## config.mk

```make
export PLATFORM = sky130hd
export DESIGN_NAME = centered_moving_average_flat
export DESIGN_NICKNAME = d
export VERILOG_FILES = /design/src/hdl/cma_pkg.sv /design/src/hdl/cma_if.sv /design/src/hdl/cma_ctrl.sv /design/src/hdl/cma_dp.sv /design/src/hdl/centered_moving_average.sv /design/src/flat_wrapper.sv
export SDC_FILE = /design/constraint.sdc
export NUM_CORES = 2
export LEC_CHECK = 0
export BUFFER_PORTS_ARGS = -buffer_cell sky130_fd_sc_hd__buf_2
export CAP_MARGIN = 40
export CORE_UTILIZATION = 30
export DETAILED_ROUTE_END_ITERATION = 16
export PLACE_DENSITY = 0.54
export SYNTH_ARGS = -nofsm -noshare
export SYNTH_HDL_FRONTEND = slang
export SYNTH_SLANG_ARGS = --single-unit
```

## constraint.sdc

```tcl
create_clock -name clk -period 11.55 [get_ports clk]
set_clock_uncertainty 0.2 [all_clocks]
set_input_delay 1.155 -clock clk [delete_from_list [all_inputs] [get_ports clk]]
set_output_delay 1.155 -clock clk [all_outputs]
set_load 0.05 [all_outputs]
```

## src/hdl/cma_pkg.sv

```systemverilog
// package for the centered moving average block
// types, state codes and fixed widths shared by controller, datapath and top level
`default_nettype none
package cma_pkg;
    localparam int FIELD_BITS = 48;
    localparam int HW_BITS    = 3;
    localparam int ADDR_BITS  = 2;
    localparam int DATA_BITS  = 32;

    localparam logic [ADDR_BITS-1:0] ADDR_HALF_WIDTH = 2'd0;

    typedef enum logic [2:0] {
        ST_IDLE,
        ST_START,
        ST_SUM,
        ST_DRAIN,
        ST_DIVS,
        ST_DIV,
        ST_LOAD
    } state_t;

    typedef enum logic [1:0] {
        PH_HEAD,
        PH_FULL,
        PH_TAIL
    } phase_t;

    typedef struct packed {
        logic push;
        logic clear;
        logic acc_clear;
        logic rd_en;
        logic time_rd;
        logic div_start;
        logic load_out;
        logic run_end;
    } cmd_t;

    typedef struct packed {
        logic div_busy;
        logic out_free;
    } status_t;
endpackage
`default_nettype wire

```

## src/hdl/cma_if.sv

```systemverilog
// valid/ready channel interfaces for sample words and result words
// depends on cma_pkg for field widths
`default_nettype none
interface cma_in_if import cma_pkg::*; ();
    logic                  valid;
    logic                  ready;
    logic [FIELD_BITS-1:0] sample_value;
    logic [FIELD_BITS-1:0] sample_time;
    logic                  list_end;

    modport source (output valid, output sample_value, output sample_time, output list_end,
                    input ready);
    modport sink (input valid, input sample_value, input sample_time, input list_end,
                  output ready);
endinterface

interface cma_out_if import cma_pkg::*; ();
    logic                  valid;
    logic                  ready;
    logic [FIELD_BITS-1:0] average;
    logic [FIELD_BITS-1:0] center_time;
    logic                  run_end;

    modport source (output valid, output average, output center_time, output run_end,
                    input ready);
    modport sink (input valid, input average, input center_time, input run_end,
                  output ready);
endinterface
`default_nettype wire

```

## src/hdl/cma_ctrl.sv

```systemverilog
// controller: list tracking, result job sequencing and datapath commands
// depends on cma_pkg
`default_nettype none
module cma_ctrl
    import cma_pkg::*;
#(
    parameter int MAX_HALF   = 7,
    parameter int DEPTH      = 2 * MAX_HALF + 1,
    parameter int BACK_BITS  = $clog2(DEPTH),
    parameter int CNT_BITS   = $clog2(DEPTH + 1)
) (
    input  wire logic                 clk,
    input  wire logic                 rst_n,
    input  wire logic [HW_BITS-1:0]   half_width,
    input  wire logic                 cfg_clear,
    input  wire logic                 in_valid,
    input  wire logic                 in_last,
    output logic                      in_ready,
    input  wire status_t              status,
    output cmd_t                      cmd,
    output logic [BACK_BITS-1:0]      rd_back,
    output logic [BACK_BITS-1:0]      time_back,
    output logic [CNT_BITS-1:0]       div_count
);
    state_t               state_reg, state_next;
    phase_t               phase_reg, phase_next;
    logic [CNT_BITS-1:0]  seen_reg, seen_next;
    logic [BACK_BITS-1:0] k_reg, k_next;
    logic [BACK_BITS-1:0] back_reg, back_next;
    logic                 last_reg, last_next;

    logic [BACK_BITS-1:0] h, lo, hi, tb;
    logic [CNT_BITS-1:0]  w;
    logic                 job_end;

    always_comb
    begin
        if (half_width == '0)
            h = BACK_BITS'(1);
        else if (int'(half_width) > MAX_HALF)
            h = BACK_BITS'(MAX_HALF);
        else
            h = BACK_BITS'(half_width);
        w = CNT_BITS'(h) + CNT_BITS'(h) + CNT_BITS'(1);
    end

    always_comb
    begin
        case (phase_reg)
            PH_HEAD:
            begin
                lo      = h - k_reg;
                hi      = h + h;
                tb      = h + h - k_reg;
                job_end = (k_reg == h) && !last_reg;
            end
            PH_FULL:
            begin
                lo      = '0;
                hi      = h + h;
                tb      = h;
                job_end = !last_reg;
            end
            PH_TAIL:
            begin
                lo      = '0;
                hi      = k_reg + h;
                tb      = k_reg;
                job_end = (k_reg == '0);
            end
            default:
            begin
                lo      = '0;
                hi      = '0;
                tb      = '0;
                job_end = 1'b0;
            end
        endcase
    end

    assign rd_back   = back_reg;
    assign time_back = tb;
    assign div_count = CNT_BITS'(hi) - CNT_BITS'(lo) + CNT_BITS'(1);

    always_ff @(posedge clk or negedge rst_n)
    begin
        if (!rst_n)
        begin
            state_reg <= ST_IDLE;
            phase_reg <= PH_FULL;
            seen_reg  <= '0;
            k_reg     <= '0;
            back_reg  <= '0;
            last_reg  <= 1'b0;
        end
        else
        begin
            state_reg <= state_next;
            phase_reg <= phase_next;
            seen_reg  <= seen_next;
            k_reg     <= k_next;
            back_reg  <= back_next;
            last_reg  <= last_next;
        end
    end

    always_comb
    begin
        state_next = state_reg;
        phase_next = phase_reg;
        seen_next  = seen_reg;
        k_next     = k_reg;
        back_next  = back_reg;
        last_next  = last_reg;
        cmd        = '0;
        in_ready   = 1'b0;
        case (state_reg)
            ST_IDLE:
            begin
                in_ready = 1'b1;
                if (in_valid)
                begin
                    cmd.push  = 1'b1;
                    last_next = in_last;
                    if (seen_reg < w)
                    begin
                        if (seen_reg + CNT_BITS'(1) == w)
                        begin
                            seen_next  = w;
                            phase_next = PH_HEAD;
                            k_next     = '0;
                            state_next = ST_START;
                        end
                        else if (in_last)
                        begin
                            cmd.clear = 1'b1;
                            seen_next = '0;
                        end
                        else
                        begin
                            seen_next = seen_reg + CNT_BITS'(1);
                        end
                    end
                    else
                    begin
                        phase_next = PH_FULL;
                        k_next     = '0;
                        state_next = ST_START;
                    end
                end
            end
            ST_START:
            begin
                cmd.acc_clear = 1'b1;
                back_next     = lo;
                state_next    = ST_SUM;
            end
            ST_SUM:
            begin
                cmd.rd_en   = 1'b1;
                cmd.time_rd = 1'b1;
                if (back_reg == hi)
                    state_next = ST_DRAIN;
                else
                    back_next = back_reg + BACK_BITS'(1);
            end
            ST_DRAIN:
            begin
                state_next = ST_DIVS;
            end
            ST_DIVS:
            begin
                cmd.div_start = 1'b1;
                state_next    = ST_DIV;
            end
            ST_DIV:
            begin
                if (!status.div_busy)
                    state_next = ST_LOAD;
            end
            ST_LOAD:
            begin
                if (status.out_free)
                begin
                    cmd.load_out = 1'b1;
                    cmd.run_end  = job_end;
                    case (phase_reg)
                        PH_HEAD, PH_FULL:
                        begin
                            if (phase_reg == PH_HEAD && k_reg != h)
                            begin
                                k_next     = k_reg + BACK_BITS'(1);
                                state_next = ST_START;
                            end
                            else if (last_reg)
                            begin
                                phase_next = PH_TAIL;
                                k_next     = h - BACK_BITS'(1);
                                state_next = ST_START;
                            end
                            else
                            begin
                                state_next = ST_IDLE;
                            end
                        end
                        default:
                        begin
                            if (k_reg == '0)
                            begin
                                cmd.clear  = 1'b1;
                                seen_next  = '0;
                                state_next = ST_IDLE;
                            end
                            else
                            begin
                                k_next     = k_reg - BACK_BITS'(1);
                                state_next = ST_START;
                            end
                        end
                    endcase
                end
            end
            default:
            begin
                state_next = ST_IDLE;
            end
        endcase
        if (cfg_clear)
        begin
            cmd.clear = 1'b1;
            seen_next = '0;
        end
    end

    a_back_in_window: assert property (@(posedge clk) disable iff (!rst_n)
        state_reg == ST_SUM |-> back_reg <= hi)
        else $error("read index ran past the window");
    a_seen_bound: assert property (@(posedge clk) disable iff (!rst_n)
        seen_reg <= w)
        else $error("sample count beyond window");
    a_div_runs: assert property (@(posedge clk) disable iff (!rst_n)
        cmd.div_start |=> status.div_busy)
        else $error("divider did not start");
endmodule
`default_nettype wire

```

## src/hdl/cma_dp.sv

```systemverilog
// datapath: sample and time rings, window accumulator, restoring divider, output register
// depends on cma_pkg and cma_if
`default_nettype none
module cma_dp
    import cma_pkg::*;
#(
    parameter int MAX_HALF   = 7,
    parameter int VALUE_BITS = 48,
    parameter int DEPTH      = 2 * MAX_HALF + 1,
    parameter int BACK_BITS  = $clog2(DEPTH),
    parameter int CNT_BITS   = $clog2(DEPTH + 1)
) (
    input  wire logic                  clk,
    input  wire logic                  rst_n,
    input  wire cmd_t                  cmd,
    input  wire logic [BACK_BITS-1:0]  rd_back,
    input  wire logic [BACK_BITS-1:0]  time_back,
    input  wire logic [CNT_BITS-1:0]   div_count,
    input  wire logic [FIELD_BITS-1:0] sample_value,
    input  wire logic [FIELD_BITS-1:0] sample_time,
    output status_t                    status,
    cma_out_if.source                  result
);
    localparam int SUM_BITS  = VALUE_BITS + $clog2(DEPTH);
    localparam int STEP_BITS = $clog2(SUM_BITS + 1);

    logic [VALUE_BITS-1:0] value_ring [DEPTH];
    logic [FIELD_BITS-1:0] time_ring [DEPTH];

    logic [BACK_BITS-1:0]  head_reg;
    logic [VALUE_BITS-1:0] val_q_reg;
    logic                  acc_en_reg;
    logic [FIELD_BITS-1:0] time_q_reg;
    logic [SUM_BITS-1:0]   acc_reg;
    logic [SUM_BITS-1:0]   quo_reg;
    logic [CNT_BITS-1:0]   rem_reg;
    logic [CNT_BITS-1:0]   dsr_reg;
    logic [STEP_BITS-1:0]  step_reg;
    logic                  out_valid_reg;
    logic [FIELD_BITS-1:0] avg_reg;
    logic [FIELD_BITS-1:0] ctime_reg;
    logic                  run_end_reg;

    logic [CNT_BITS:0]     shifted;
    logic                  fits;

    function automatic logic [BACK_BITS-1:0] slot_of(input logic [BACK_BITS-1:0] head,
                                                     input logic [BACK_BITS-1:0] back);
        logic [BACK_BITS:0] t;
        t = {1'b0, head} + (BACK_BITS+1)'(DEPTH - 1) - {1'b0, back};
        if (t >= (BACK_BITS+1)'(DEPTH))
            t = t - (BACK_BITS+1)'(DEPTH);
        return t[BACK_BITS-1:0];
    endfunction

    always_ff @(posedge clk)
    begin
        if (cmd.push)
        begin
            value_ring[head_reg] <= VALUE_BITS'(sample_value);
            time_ring[head_reg]  <= sample_time;
        end
        if (cmd.rd_en)
            val_q_reg <= value_ring[slot_of(head_reg, rd_back)];
        if (cmd.time_rd)
            time_q_reg <= time_ring[slot_of(head_reg, time_back)];
    end

    always_ff @(posedge clk or negedge rst_n)
    begin
        if (!rst_n)
            head_reg <= '0;
        else if (cmd.clear)
            head_reg <= '0;
        else if (cmd.push)
            head_reg <= (head_reg == BACK_BITS'(DEPTH - 1)) ? '0 : head_reg + BACK_BITS'(1);
    end

    always_ff @(posedge clk or negedge rst_n)
    begin
        if (!rst_n)
            acc_en_reg <= 1'b0;
        else
            acc_en_reg <= cmd.rd_en;
    end

    always_ff @(posedge clk)
    begin
        if (cmd.acc_clear)
            acc_reg <= '0;
        else if (acc_en_reg)
            acc_reg <= acc_reg + SUM_BITS'(val_q_reg);
    end

    assign shifted = {rem_reg, quo_reg[SUM_BITS-1]};
    assign fits    = shifted >= {1'b0, dsr_reg};

    always_ff @(posedge clk or negedge rst_n)
    begin
        if (!rst_n)
            step_reg <= '0;
        else if (cmd.div_start)
            step_reg <= STEP_BITS'(SUM_BITS);
        else if (step_reg != '0)
            step_reg <= step_reg - STEP_BITS'(1);
    end

    always_ff @(posedge clk)
    begin
        if (cmd.div_start)
        begin
            quo_reg <= acc_reg;
            rem_reg <= '0;
            dsr_reg <= div_count;
        end
        else if (step_reg != '0)
        begin
            quo_reg <= {quo_reg[SUM_BITS-2:0], fits};
            rem_reg <= fits ? CNT_BITS'(shifted - {1'b0, dsr_reg}) : CNT_BITS'(shifted);
        end
    end

    always_ff @(posedge clk or negedge rst_n)
    begin
        if (!rst_n)
            out_valid_reg <= 1'b0;
        else if (cmd.load_out)
            out_valid_reg <= 1'b1;
        else if (result.ready)
            out_valid_reg <= 1'b0;
    end

    always_ff @(posedge clk)
    begin
        if (cmd.load_out)
        begin
            avg_reg     <= FIELD_BITS'(quo_reg);
            ctime_reg   <= time_q_reg;
            run_end_reg <= cmd.run_end;
        end
    end

    assign status.div_busy    = (step_reg != '0);
    assign status.out_free    = !out_valid_reg || result.ready;
    assign result.valid       = out_valid_reg;
    assign result.average     = avg_reg;
    assign result.center_time = ctime_reg;
    assign result.run_end     = run_end_reg;

    a_load_free: assert property (@(posedge clk) disable iff (!rst_n)
        cmd.load_out |-> (!out_valid_reg || result.ready))
        else $error("result word overwritten");
    a_div_idle_start: assert property (@(posedge clk) disable iff (!rst_n)
        cmd.div_start |-> step_reg == '0)
        else $error("divider restarted while busy");
    a_load_after_div: assert property (@(posedge clk) disable iff (!rst_n)
        cmd.load_out |-> step_reg == '0)
        else $error("quotient taken before divide finished");
endmodule
`default_nettype wire

```

## src/hdl/centered_moving_average.sv

```systemverilog
// Centered moving average over 2h+1 samples with windows cut short at both list ends.
// Each sample word is taken only while the controller is idle; results follow one at a time,
// each summed from the sample ring one entry per cycle and then divided by an iterative
// restoring divider at one quotient bit per cycle. A sample that completes the first window
// releases h+1 results, a list end a further h. Writing half_width discards the list in
// progress.
// depends on cma_pkg, cma_if, cma_ctrl and cma_dp
`default_nettype none
module centered_moving_average
    import cma_pkg::*;
#(
    parameter int MAX_HALF   = 7,
    parameter int VALUE_BITS = 48
) (
    input  wire logic                 clk,
    input  wire logic                 rst_n,
    input  wire logic                 psel,
    input  wire logic                 penable,
    input  wire logic                 pwrite,
    input  wire logic [ADDR_BITS-1:0] paddr,
    input  wire logic [DATA_BITS-1:0] pwdata,
    output logic [DATA_BITS-1:0]      prdata,
    output logic                      pready,
    cma_in_if.sink                    sample_in,
    cma_out_if.source                 result_out
);
    localparam int DEPTH     = 2 * MAX_HALF + 1;
    localparam int BACK_BITS = $clog2(DEPTH);
    localparam int CNT_BITS  = $clog2(DEPTH + 1);

    logic [HW_BITS-1:0]   half_width_reg;
    logic                 cfg_write;
    cmd_t                 cmd;
    status_t              status;
    logic [BACK_BITS-1:0] rd_back;
    logic [BACK_BITS-1:0] time_back;
    logic [CNT_BITS-1:0]  div_count;

    assign pready    = 1'b1;
    assign cfg_write = psel && penable && pwrite && (paddr == ADDR_HALF_WIDTH);
    assign prdata    = (paddr == ADDR_HALF_WIDTH) ? DATA_BITS'(half_width_reg) : '0;

    always_ff @(posedge clk or negedge rst_n)
    begin
        if (!rst_n)
            half_width_reg <= HW_BITS'(1);
        else if (cfg_write)
            half_width_reg <= pwdata[HW_BITS-1:0];
    end

    cma_ctrl #(
        .MAX_HALF (MAX_HALF)
    ) u_ctrl (
        .clk        (clk),
        .rst_n      (rst_n),
        .half_width (half_width_reg),
        .cfg_clear  (cfg_write),
        .in_valid   (sample_in.valid),
        .in_last    (sample_in.list_end),
        .in_ready   (sample_in.ready),
        .status     (status),
        .cmd        (cmd),
        .rd_back    (rd_back),
        .time_back  (time_back),
        .div_count  (div_count)
    );

    cma_dp #(
        .MAX_HALF   (MAX_HALF),
        .VALUE_BITS (VALUE_BITS)
    ) u_dp (
        .clk          (clk),
        .rst_n        (rst_n),
        .cmd          (cmd),
        .rd_back      (rd_back),
        .time_back    (time_back),
        .div_count    (div_count),
        .sample_value (sample_in.sample_value),
        .sample_time  (sample_in.sample_time),
        .status       (status),
        .result       (result_out)
    );
endmodule
`default_nettype wire
```

## src/flat_wrapper.sv

```systemverilog
// flat-port wrapper written by rule: the top's interface ports become plain ports
module centered_moving_average_flat import cma_pkg::*;
#(
    parameter int MAX_HALF   = 7,
    parameter int VALUE_BITS = 48
)
  (clk, rst_n, psel, penable, pwrite, paddr, pwdata, prdata, pready, sample_in_valid, sample_in_sample_value, sample_in_sample_time, sample_in_list_end, sample_in_ready, result_out_valid, result_out_average, result_out_center_time, result_out_run_end, result_out_ready);
  cma_in_if sample_in_i ();
  cma_out_if result_out_i ();
  input  wire logic clk;
  input  wire logic rst_n;
  input  wire logic psel;
  input  wire logic penable;
  input  wire logic pwrite;
  input  wire logic [ADDR_BITS-1:0] paddr;
  input  wire logic [DATA_BITS-1:0] pwdata;
  output logic [DATA_BITS-1:0] prdata;
  output logic pready;
  input wire logic [$bits(sample_in_i.valid)-1:0] sample_in_valid;
  input wire logic [$bits(sample_in_i.sample_value)-1:0] sample_in_sample_value;
  input wire logic [$bits(sample_in_i.sample_time)-1:0] sample_in_sample_time;
  input wire logic [$bits(sample_in_i.list_end)-1:0] sample_in_list_end;
  output wire logic [$bits(sample_in_i.ready)-1:0] sample_in_ready;
  output wire logic [$bits(result_out_i.valid)-1:0] result_out_valid;
  output wire logic [$bits(result_out_i.average)-1:0] result_out_average;
  output wire logic [$bits(result_out_i.center_time)-1:0] result_out_center_time;
  output wire logic [$bits(result_out_i.run_end)-1:0] result_out_run_end;
  input wire logic [$bits(result_out_i.ready)-1:0] result_out_ready;
  assign sample_in_i.valid = sample_in_valid;
  assign sample_in_i.sample_value = sample_in_sample_value;
  assign sample_in_i.sample_time = sample_in_sample_time;
  assign sample_in_i.list_end = sample_in_list_end;
  assign sample_in_ready = sample_in_i.ready;
  assign result_out_valid = result_out_i.valid;
  assign result_out_average = result_out_i.average;
  assign result_out_center_time = result_out_i.center_time;
  assign result_out_run_end = result_out_i.run_end;
  assign result_out_i.ready = result_out_ready;
  centered_moving_average #(.MAX_HALF(MAX_HALF), .VALUE_BITS(VALUE_BITS)) u_core (.clk(clk), .rst_n(rst_n), .psel(psel), .penable(penable), .pwrite(pwrite), .paddr(paddr), .pwdata(pwdata), .prdata(prdata), .pready(pready), .sample_in(sample_in_i), .result_out(result_out_i));
endmodule
```

Word level (Yosys, flattened, before mapping). Memory sizes are Yosys's and may differ from the RTL's. A register that Yosys moved wholly into a read port is not among the register bits. Index checks and enable logic that the tools add are counted.

Input bits: 138. Memories: 2. Logic and storage cells: 179. Bits in writable memories: 1440. Register bits after elaboration: 242. Output and inout port bits: 132.

Memories: u_core.u_dp.time_ring (depth 15, bits a word 48, rd ports 1, clocked after Yosys merged registers in 1, write ports 1, line cma_dp.sv:28) `logic [FIELD_BITS-1:0] time_ring [DEPTH];`; u_core.u_dp.value_ring (depth 15, bits a word 48, rd ports 1, clocked after Yosys merged registers in 1, write ports 1, line cma_dp.sv:27) `logic [VALUE_BITS-1:0] value_ring [DEPTH];`.

Multiplexer cells: 77. Reduce and logical (&&, ||, !) cells: 28. Equality and inequality tests: 29. Order comparisons: 4. Add/sub/neg operators: 21.

Operators by type and width (count): 4-bit 2-to-1 mux (26); 52-bit 2-to-1 mux (2); 52-bit by 48-bit adder with 52-bit output (1); 4-bit case mux with 2 select lines (4); 3-bit 2-to-1 mux (9); 4-bit by 1-bit adder with 4-bit output, second input constant (6); 2-bit 2-to-1 mux (11); 3-bit case mux with 7 select lines (1); 1-bit 2-to-1 mux (18); 4-bit subtractor (4); 2-bit != test, second input constant (7); 4-bit equality test (3); 6-bit 2-to-1 mux (2); 3-bit by 2-bit != test with 1-bit output, second input constant (4); 4-bit case mux with 3 select lines (1); 6-bit AND reduction (2); 5-bit by 4-bit greater-or-equal comparator with 1-bit output, second input constant (2); 2-bit nonzero test (5); 5-bit by 4-bit subtractor with 5-bit output (2); 3-bit equality test, second input constant (3); 4-bit adder (2); 4-bit subtractor, second input constant (2); 7-bit AND reduction (1); 3-bit by 2-bit equality test with 1-bit output, second input constant (2); other kinds (29) (39).

Logic depth before layout (Yosys ltp).
Word-level depth: 11. Mapped depth: 21.

By module. From an unflattened synthesis, not the netlist that was laid out.

Cell total of the unflattened synthesis: 3954. Area, all modules: 71352.2 sq um.

Modules (own cells, without submodules): cma_dp (area an instance 68938.6 sq um, cells an instance 3662, times used 1); cma_ctrl (area an instance 2006.9 sq um, cells an instance 248, times used 1); centered_moving_average (area an instance 406.6 sq um, cells an instance 44, times used 1).

Worst setup path before layout. No wires, ideal clock.

Path type: flip-flop to flip-flop. Start: register u_core.u_ctrl.state_reg[1]. End: memory u_core.u_dp.time_ring[12][0] (enable). Cell stages (with the launch flop): 5. Arrival time: 11.426 ns. Setup time: 0.785 ns. Setup slack: -0.861 ns. Clock period less this slack: 12.411 ns. Cell sequence: dfrtp_1 > clkbuf_1 > nor3_1 > nand2_1 > nor4_1.

Cells in the longest elaborated chain, start to end: 4.

RTL lines: start: declaration (line cma_ctrl.sv:25) `state_t state_reg, state_next;`; start signal: assignment (line cma_ctrl.sv:98) `state_reg <= state_next;`; 3-bit logical NOT (line cma_ctrl.sv:117) `case (state_reg)`; 1-bit 2-to-1 mux (line cma_ctrl.sv:117); 1-bit 2-to-1 mux (line cma_dp.sv:58) `if (cmd.push)`; 1-bit 2-to-1 mux (not written as such) (line cma_dp.sv:61) `time_ring[head_reg] <= sample_time;`; end: declaration (line cma_dp.sv:28).

No other way between the ends.

Final worst setup path.
Start: register u_core.half_width_reg[2]. End: register u_core.u_dp.time_q_reg[22] (read register of u_core.u_dp.time_ring), data pin.

Cells in the longest elaborated chain, start to end: 9.

RTL lines: start: declaration (line centered_moving_average.sv:31) `logic [HW_BITS-1:0] half_width_reg;`; start signal: assignment (line centered_moving_average.sv:48) `half_width_reg <= pwdata[HW_BITS-1:0];`; 3-bit logical NOT (line cma_ctrl.sv:38) `if (half_width == '0)`; 3-bit 2-to-1 mux (*) (line cma_ctrl.sv:38); 4-bit adder (line cma_ctrl.sv:54) `tb = h + h - k_reg;`; 4-bit subtractor (line cma_ctrl.sv:54); 4-bit case mux with 3 select lines (*) (line cma_ctrl.sv:49) `case (phase_reg)`; 5-bit by 4-bit subtractor with 5-bit output (*) (line cma_dp.sv:50) `t = {1'b0, head} + (BACK_BITS+1)'(DEPTH - 1) - {1'b0, back};`; 4-bit subtractor or 5-bit by 4-bit greater-or-equal comparator with 1-bit output (tied branches) (line cma_dp.sv:52, cma_dp.sv:51); 4-bit 2-to-1 mux (*) (line cma_dp.sv:51) `if (t >= (BACK_BITS+1)'(DEPTH))`; 4-bit 2-to-1 mux (*) (line cma_dp.sv:65) `if (cmd.time_rd)`; end: declaration (line cma_dp.sv:33) `logic [FIELD_BITS-1:0] time_q_reg;`.

Every way passes the cells marked *; elsewhere a longest branch is shown, timed or not. The select of a mux whose other input is x is not followed. A chain may end at the register's enable or synchronous reset.

==> results.py <==
metrics = {
    "place": {
        "dp.final_hpwl_um": 96390,
        "numPortBuffers": 210,
        "finalWeightedCongestion": 0.7920,
    },
    "routing": {
        "drt_drc_violations_left": 42,
        "detailedRoute.firstPassIterationCount": 11,
        "wire_length_on_met1_um": 82460,
        "met3WireLength_um": 10820,
        "wl_per_cell_um": 22.30,
        "route.final.wire_length_um": 185000,
        "met2_wirelength_um": 87420,
        "detail_route.vias_per_cell": 4.903,
        "dr.first_iter.drc_count": 3442,
        "route.top_layer_used": "met5",
        "antenna_violating_nets_post_route": 0,
        "route.vias.total": 40672,
    },
    "critical_path": {
        "cp.required_ps": 11990,
        "rr_endpoint": "u_core.u_dp.time_q_reg[22]$_DFFE_PP_",
        "start_kind": "register",
        "worst_ep_arrival_time_ps": 6640,
        "reg2reg_depth": 19,
        "crit_fanout": 166,
        "critical_path.max_stage_delay_ps": 580,
        "worstReg2RegStart": "u_core.half_width_reg[2]$_DFFE_PN0P_",
        "worstSetupPathType": "register to register",
        "crit_path_end_kind": "register",
        "ff2ff_setup_slack_ps": 5350,
        "cp_cell_sequence": "o21bai_1 -> buf_4 -> inv_1 -> fa_1 -> mux2_2 -> nor2_1 -> a21oi_1 -> inv_1 -> fa_1 -> xor2_1 -> o21bai_1 -> o32ai_4 -> xnor2_4 -> buf_4 -> buf_12 -> nand2_1 -> a32oi_1 -> o21ai_1 -> o211ai_1",
        "crit_slowest_cell": "sky130_fd_sc_hd__buf_4",
    },
    "floorplanning": {
        "placement_row_count": 179,
        "floorplan.die.width_um": 491.5,
        "core-area_um2": 238100,
        "chipHeight_um": 491.5,
        "start_util_pct": 30.20,
        "floorplan.io_pins": 270,
        "design.die.area_um2": 241600,
    },
    "finish": {
        "reg_top3": "u_core.u_dp.time_ring (720), u_core.u_dp.value_ring (720)",
        "post_route_cells_drive_above_1_share_pct": 15.21,
        "area_growth_pct": 15.26,
        "finish.net_count": 5191,
    },
    "clock_network": {
        "cts_max_path_buffers": 3,
        "cts_buffers": 188,
        "clock-sinks": 1778,
        "post-cts-setup-buffers": 0,
        "ctsRootBufferMaster": "sky130_fd_sc_hd__clkbuf_16",
        "cts_max_level": 4,
        "tritoncts": "yes",
        "clock_insertion_delay_worst_skew_ps": 840,
        "clock_edge_transition_at_the_registers_on_the_reported_setup_and_hold_paths_ps": 60,
    },
    "global_route": {
        "grt_start_max_net_pins": 170,
        "gr-total-overflow": 0,
        "number_of_antenna_violations_at_the_first_check_in_global_routing": 56,
        "first_global_vias": 40304,
        "groute.usage.overall_pct": 15.12,
        "global_route_wire_length_before_repair_um": 272100,
    },
    "yosys": {
        "mappedNetlistArea_um2": 71890,
        "synth_top_cells_by_area": "sky130_fd_sc_hd__edfxtp_1, sky130_fd_sc_hd__nand2_1, sky130_fd_sc_hd__mux4_2, sky130_fd_sc_hd__dfxtp_1, sky130_fd_sc_hd__nand3_1",
        "top_reg_cell_synth": "sky130_fd_sc_hd__edfxtp_1",
        "synth-xor-area-share_pct": 1.002,
        "seq_area_frac_synth_pct": 73.26,
        "post_synth_arst_share_pct": 1.856,
        "yosys_warnings": 0,
        "synth_adder_area_share_pct": 1.713,
        "synth_top_area_share_pct": 70.55,
        "synth-edff-count": 1689,
        "synth_compound_gate_area_share_pct": 6.674,
        "syn_area_per_cell_um2": 15.11,
        "combinational_family_with_the_most_area_after_synthesis": "simple AND/OR/NAND/NOR gates",
        "simple_gate_share_of_the_synthesized_area_pct": 9.337,
        "synth-seq-cells": 1778,
        "yosys.cell_types.count": 88,
        "synth_area_leader_cell": "sky130_fd_sc_hd__edfxtp_1",
        "postSynthCellCount": 4757,
        "synthMuxAreaShare_pct": 5.708,
    },
    "hold_path": {
        "worst_hold_path.num_cells": 0,
        "min_from": "u_core.u_dp.time_q_reg[9]$_DFFE_PP_",
        "worst_hold_path.endpoint": "u_core.u_dp.result.center_time[9]$_DFFE_PP_",
        "timing.hold.worst.class": "register to register",
    },
    "run_status": {
        "run_status": "finished with violations",
        "failed_checks": "design-rule violations",
    },
    "timing": {
        "final_hold_viol_count": 0,
        "timing.setup.tns_ps": 0,
        "timing.final.crit_share_pct": 53.64,
        "layout_min_cycle_time_ps": 6196,
        "grt_setup_unrepaired": "false",
        "setup_viol": 0,
        "timing.final.max_slew_violations": 0,
        "fmaxAchievable_ghz": 0.1614,
        "worst_pin_slew_ps": 1109,
        "maxSlewHeadroom_pct": 26.04,
    },
    "flow_run": {
        "timing.max_cap.violations": 0,
    },
}
## metrics by stage
stage	cells	hold WS [ps]	utilization, %	cell area, um^2	setup slack [ps]
final	8296	210.4	34.81	82860	5354
after global routing	8292	223.0	34.80	82850	4802
after CTS	8283	213.4	34.79	82830	5243
after detailed placement	7936	204.5	32.32	76950	5328
after global placement	7914	203.5	32.11	76450	5122
after floorplan	4785	200.3	-	72000	1507
## area by class of cell
cell class | count | area, um^2
Multi-Input combinational cell | 2639 | 17920
Sequential cell | 1778 | 52670
Antenna cell | 13 | 32.53
Clock buffer | 250 | 5072
Timing Repair Buffer | 293 | 2180
Tap cell | 3167 | 3963
Inverter | 60 | 230.2
Clock inverter | 96 | 800.8
Fill cell | 22775 | 155200
## repair_timing
| item | CTS | global route |
|---|---|---|
| hold endpoints to repair | 1 | 0 |
| gates resized for setup | 0 | 0 |
| hold buffers | 1 | 0 |
## routing by layer
| metal | vias up | GRT usage, % |
|---|---|---|
| met4 | 24 | 4.466 |
| li1 | 18574 | - |
| met1 | 20772 | 20.46 |
| met3 | 287 | 3.040 |
| met5 | - | 0 |
| met2 | 1015 | 24.46 |
## layout by cell type, fill, tap and decap left out, drive strengths merged, types with 9 or more instances in the layout
master	count
inv	72
a21oi	137
mux2i	77
o21ai	114
or3	14
dfxtp	56
buf	292
nand2	906
o211ai	104
nand3	219
fa	9
dfrtp	31
o31ai	12
diode	13
a22oi	50
a32oi	49
o21a	15
a21o	29
o21bai	14
and2	11
mux4	144
nor3	22
conb	30
edfxtp	1689
nand3b	12
nand4b	49
a31oi	60
a211oi	12
nand2b	13
clkinv	72
o2bb2ai	48
nand4	75
clkbuf	250
xnor2	47
nor2	165
nor2b	14
ha	84
xor2	28
## Yosys cell counts (31+ instances only)
master,count
sky130_fd_sc_hd__edfxtp_1,1689
sky130_fd_sc_hd__nand2_1,906
sky130_fd_sc_hd__nand3_1,219
sky130_fd_sc_hd__clkbuf_1,201
sky130_fd_sc_hd__nor2_1,165
sky130_fd_sc_hd__mux4_2,144
sky130_fd_sc_hd__a21oi_1,135
sky130_fd_sc_hd__ha_1,84
sky130_fd_sc_hd__o211ai_1,83
sky130_fd_sc_hd__mux2i_1,77
sky130_fd_sc_hd__nand4_1,75
sky130_fd_sc_hd__o21ai_0,62
sky130_fd_sc_hd__a31oi_1,59
sky130_fd_sc_hd__inv_1,59
sky130_fd_sc_hd__dfxtp_1,56
sky130_fd_sc_hd__o21ai_1,52
sky130_fd_sc_hd__a22oi_1,50
sky130_fd_sc_hd__a32oi_1,49
sky130_fd_sc_hd__nand4b_1,49
sky130_fd_sc_hd__o2bb2ai_1,48
sky130_fd_sc_hd__buf_4,44
sky130_fd_sc_hd__xnor2_1,43
sky130_fd_sc_hd__buf_2,35
sky130_fd_sc_hd__dfrtp_1,31
## worst max path at each step
stage	startpoint	to	slack (ps)	cells past startpoint
final	u_core.half_width_reg[2]$_DFFE_PN0P_	u_core.u_dp.time_q_reg[22]$_DFFE_PP_	5350	19
after global routing	u_core.half_width_reg[2]$_DFFE_PN0P_	u_core.u_dp.time_q_reg[25]$_DFFE_PP_	4800	19
after CTS	u_core.half_width_reg[1]$_DFFE_PN0P_	u_core.u_dp.time_q_reg[22]$_DFFE_PP_	5240	19
after detailed placement	u_core.half_width_reg[2]$_DFFE_PN0P_	u_core.u_dp.time_q_reg[3]$_DFFE_PP_	5330	19
after global placement	u_core.half_width_reg[1]$_DFFE_PN0P_	u_core.u_dp.time_q_reg[17]$_DFFE_PP_	5120	19
after floorplan	u_core.u_ctrl.state_reg[1]$_DFFE_PN0P_	u_core.u_dp.head_reg[2]$_DFFE_PN0P_	1510	6
## worst max-delay path, delay by kind of cell (launching register included)
family | cells | cell delay [ps]
AOI/OAI and AO/OA | 7 | 1780
buffers and inverters | 5 | 1520
adders and majority gates | 2 | 910
DFF | 1 | 550
xor gates and xnor gates | 2 | 400
and+or+nand+nor | 2 | 170
muxes | 1 | 140
## kinds of logic (layout without fill, tap and decap cells)
family                     after synthesis  count (layout)
DFF                                   1778            1778
adders and majority gates               93              93
other                                    2              43
muxes                                  229             229
and+or+nand+nor                       1522            1522
buffers and inverters                  368             699
xor gates and xnor gates                76              76
AOI/OAI and AO/OA                      689             689
Power is not shown: default switching activity piles up to over one toggle a cycle in this logic, so the estimate is an artifact.
